`src/rtl/bcm_pkg.sv`:
```
// Package for the banked cartridge mapper: payload structs, controller
// state and command types, address region bounds and store geometry.
// No dependencies; every file of the block but bcm_ram uses it.
package bcm_pkg;

  // Store geometry: one 8 KiB window per bank, up to sixteen banks.
  localparam int RAM_BANK_BITS    = 4;
  localparam int BANK_OFFSET_BITS = 13;
  localparam int BANK_REG_BITS    = 4;
  localparam int STORE_ADDR_W     = RAM_BANK_BITS + BANK_OFFSET_BITS;
  localparam int STORE_DEPTH      = 1 << STORE_ADDR_W;
  localparam int FULL_ADDR_W      = BANK_REG_BITS + BANK_OFFSET_BITS;

  // Access kinds.
  localparam logic REQ_READ  = 1'b0;
  localparam logic REQ_WRITE = 1'b1;

  // Upper bounds of the write regions, and both bounds of the external RAM window.
  localparam logic [15:0] RAM_EN_LAST   = 16'h1FFF;
  localparam logic [15:0] ROM_LO_LAST   = 16'h2FFF;
  localparam logic [15:0] ROM_HI_LAST   = 16'h3FFF;
  localparam logic [15:0] RAM_BANK_LAST = 16'h5FFF;
  localparam logic [15:0] RAM_WIN_FIRST = 16'hA000;
  localparam logic [15:0] RAM_WIN_LAST  = 16'hBFFF;

  // Enable bits that must all be set for RAM to be reported as switched on.
  localparam logic [7:0] RAM_ON_MASK = 8'h0A;

  typedef struct packed {
    logic        req_type;
    logic [15:0] bus_address;
    logic [7:0]  write_byte;
  } in_t;

  typedef struct packed {
    logic       handled;
    logic [7:0] read_byte;
    logic [8:0] rom_bank_now;
    logic [3:0] ram_bank_now;
    logic       ram_on;
  } out_t;

  typedef enum logic [1:0] {
    ST_IDLE,
    ST_EXEC,
    ST_OUT
  } state_t;

  // Commands from the controller to the datapath.
  typedef struct packed {
    logic load;
    logic exec;
  } cmd_t;

endpackage

```
`src/rtl/bcm_ctrl.sv`:
```
// Controller of the banked cartridge mapper: sequences accept, execute
// and result phases. Depends on bcm_pkg.
module bcm_ctrl (
  input  logic          clk,
  input  logic          rst_n,
  input  logic          in_valid,
  output logic          in_stall,
  output logic          out_valid,
  input  logic          out_stall,
  output bcm_pkg::cmd_t cmd
);

  bcm_pkg::state_t state_r, state_nxt;
  logic            take;

  always_ff @(posedge clk) begin
    if (!rst_n) begin
      state_r <= bcm_pkg::ST_IDLE;
    end else begin
      state_r <= state_nxt;
    end
  end

  // A new item may enter while idle, or as the current result leaves.
  always_comb begin
    in_stall = 1'b1;
    unique case (state_r)
      bcm_pkg::ST_IDLE: in_stall = 1'b0;
      bcm_pkg::ST_OUT:  in_stall = out_stall;
      default:          in_stall = 1'b1;
    endcase
  end

  assign take = in_valid && !in_stall;

  always_comb begin
    state_nxt = state_r;
    unique case (state_r)
      bcm_pkg::ST_IDLE: begin
        if (take) state_nxt = bcm_pkg::ST_EXEC;
      end
      bcm_pkg::ST_EXEC: state_nxt = bcm_pkg::ST_OUT;
      bcm_pkg::ST_OUT: begin
        if (take) begin
          state_nxt = bcm_pkg::ST_EXEC;
        end else if (!out_stall) begin
          state_nxt = bcm_pkg::ST_IDLE;
        end
      end
      default: state_nxt = bcm_pkg::ST_IDLE;
    endcase
  end

  always_comb begin
    cmd.load  = take;
    cmd.exec  = (state_r == bcm_pkg::ST_EXEC);
    out_valid = (state_r == bcm_pkg::ST_OUT);
  end

endmodule

```
`config.mk`:
```
export PLATFORM = sky130hd
export DESIGN_NAME = bcm_ctrl
export DESIGN_NICKNAME = d
export VERILOG_FILES = /design/src/rtl/bcm_pkg.sv /design/src/rtl/bcm_ctrl.sv
export SDC_FILE = /design/constraint.sdc
export NUM_CORES = 1
export LEC_CHECK = 0
export BUFFER_PORTS_ARGS = -buffer_cell sky130_fd_sc_hd__clkbuf_2
export CORE_AREA = 8 8 45 47
export CTS_CLUSTER_SIZE = 25
export DETAILED_ROUTE_END_ITERATION = 8
export DIE_AREA = 0 0 53 55
export SKIP_CTS_REPAIR_TIMING = 1
export SYNTH_ARGS = -nofsm -noshare
export SYNTH_HDL_FRONTEND = slang
export SYNTH_SLANG_ARGS = --single-unit
```
`constraint.sdc`:
```
create_clock -name clk -period 1.8 [get_ports clk]
set_input_delay 0.36 -clock clk [delete_from_list [all_inputs] [get_ports clk]]
set_output_delay 0.36 -clock clk [all_outputs]
set_load 0.01 [all_outputs]
```
==> flow_summary.ini <==
[global_route]
use_met2 = 0.0391
grt_pass1_wl_um = 476
top_usage_layer = met4
use_met3 = 0.0107
grt_pass1_vias = 132
grt_usage = 0.0256
met1_usage = 0.0166
grt_overflow = 0
antenna_found_initial = 0
grt_max_degree = 6

[critical_path]
arrival_ns = 1.01
worstSetupPathType = reg -> out
start_kind = flop
crit_path_max_fanout = 3
required_ns = 1.44
cp-end-kind = primary output

[route]
drt_iter0_drc = 0
routed_wl_um = 273
first_pass_iters = 1
vias = 109
viasPerCell = 3.03
ant_nets = 0
drc = 0
routedWlPerCell_um = 7.58

[place]
hpwlAfterDp_um = 235
io_buffers = 7
gp_congestion = 0.612

[power_and_ir_drop]
p_total_uw = 173
power.density_mw_per_mm2 = 942
ir_drop_mv = 0.179
p_leak_uw = 0.0000916

[status]
status = complete, no violations

[floorplanning]
die_h_um = 55
die_w_um = 53
io-pin-count = 8
core_area_mm2 = 0.00138
dieArea_mm2 = 0.00292
row_count = 14
start_util = 0.0877

[final_layout]
fill_cells = 154
top_register = state_r
syn_to_final_growth_pct = 51.5
final_common_cell = clkbuf_2
num_antenna_cells = 0
drive_above_1_share = 0.600
largestRegisters = state_r x2
largest_reg_flops = 2
nets = 26
mostFrequentLayoutCells = 7 x clkbuf_2, 3 x clkbuf_4, 2 x dfxtp_1

[sta]
period_needed_ns = 1.37
worst_pin_slew_ns = 0.159
relSlewSlack = 0.894
timing.fmax_mhz = 731
setup_tns_ns = 0
finClkSkew_ns = 0.00151
finalMaxSlewViolations = 0
setup_violations = 0
rsz0062_at_grt = false
hold_violations = 0
period_share = 0.760

[clock_network]
cts_root_buf = clkbuf_4
clkLatencyLatePin_ns = 0.22
cts_tree = built
cts.clk_slew.worst_paths_ns = 0.03
cts.sinks = 2
cts_max_level = 1
numCtsBuffers = 3
clockBufferDepth = 2

[synth]
synth_seq_cells = 2
avgSynthCellArea_um2 = 10.1
ys_seq_area_frac = 0.330
synth_nets = 16
ys_warn_count = 0
syn-instance-count = 12
syn_area_um2 = 121
synthDistinctLibCells = 10

[flow_run]
max_cap_violations = 0

[min_path]
min_path_type = in -> reg
-- cells in the mapped netlist, drive strengths merged --
library cell / count / area share
a22o: 1 / 0.072
nand2b: 1 / 0.052
buf: 2 / 0.12
nand2: 1 / 0.031
dfxtp: 2 / 0.33
and2: 1 / 0.052
and4b: 1 / 0.082
and3b: 1 / 0.072
nor2b: 2 / 0.19
-- layer usage --
metal	wire, µm	up-vias	part of all wire
li1	-	57	-
met1	93	50	0.34
met2	157	2	0.58
met3	22	0	0.081
met4	0	0	0
met5	0	-	0
-- layout make-up --
class	instances	area, µm²	area share
clock buffers	3	22.5	0.122
repair buffers	7	35.0	0.190
well taps	16	20.0	0.109
flip-flops and latches	2	40.0	0.218
multi-input cells	8	66.3	0.361
-- kinds of logic after synthesis --
logic type / count (synthesis) / synth area share
and+or+nand+nor: 7 / 0.474
DFF: 2 / 0.330
buffers and inverters: 2 / 0.124
AOI/OAI and AO/OA: 1 / 0.0722
-- stage by stage --
stage	worst slack [ns]	hold slack, ns	cells	area [µm²]	utilization
2_1_floorplan	0.697	0.493	12	121	-
3_3_place_gp	0.620	0.608	33	161	0.117
3_5_place_dp	0.621	0.616	33	161	0.117
4_1_cts	0.422	0.379	36	184	0.133
5_1_grt	0.352	0.388	36	184	0.133
6_report	0.432	0.388	36	184	0.133
-- power by group --
group / internal [µW] / switching, µW
registers: 47.4 / 3.25
clock network: 73.5 / 25.1
logic: 13.7 / 10.3
-- path summary, 6_finish.rpt --
kind           endpoint  cells past startpoint        from  slack, ns
min          state_r[1]                      2       rst_n       0.39
max reg2reg  state_r[1]                      2  state_r[0]       1.00
min reg2reg  state_r[0]                      1  state_r[0]       0.61
max              cmd[1]                      3  state_r[1]       0.43
-- critical path, stage by stage (launching register included) --
cell and delay [ns]:
dfxtp_1 0.38, nand2_1 0.10, and3b_1 0.18, clkbuf_2 0.12
Power figures use the tool's default switching activity.
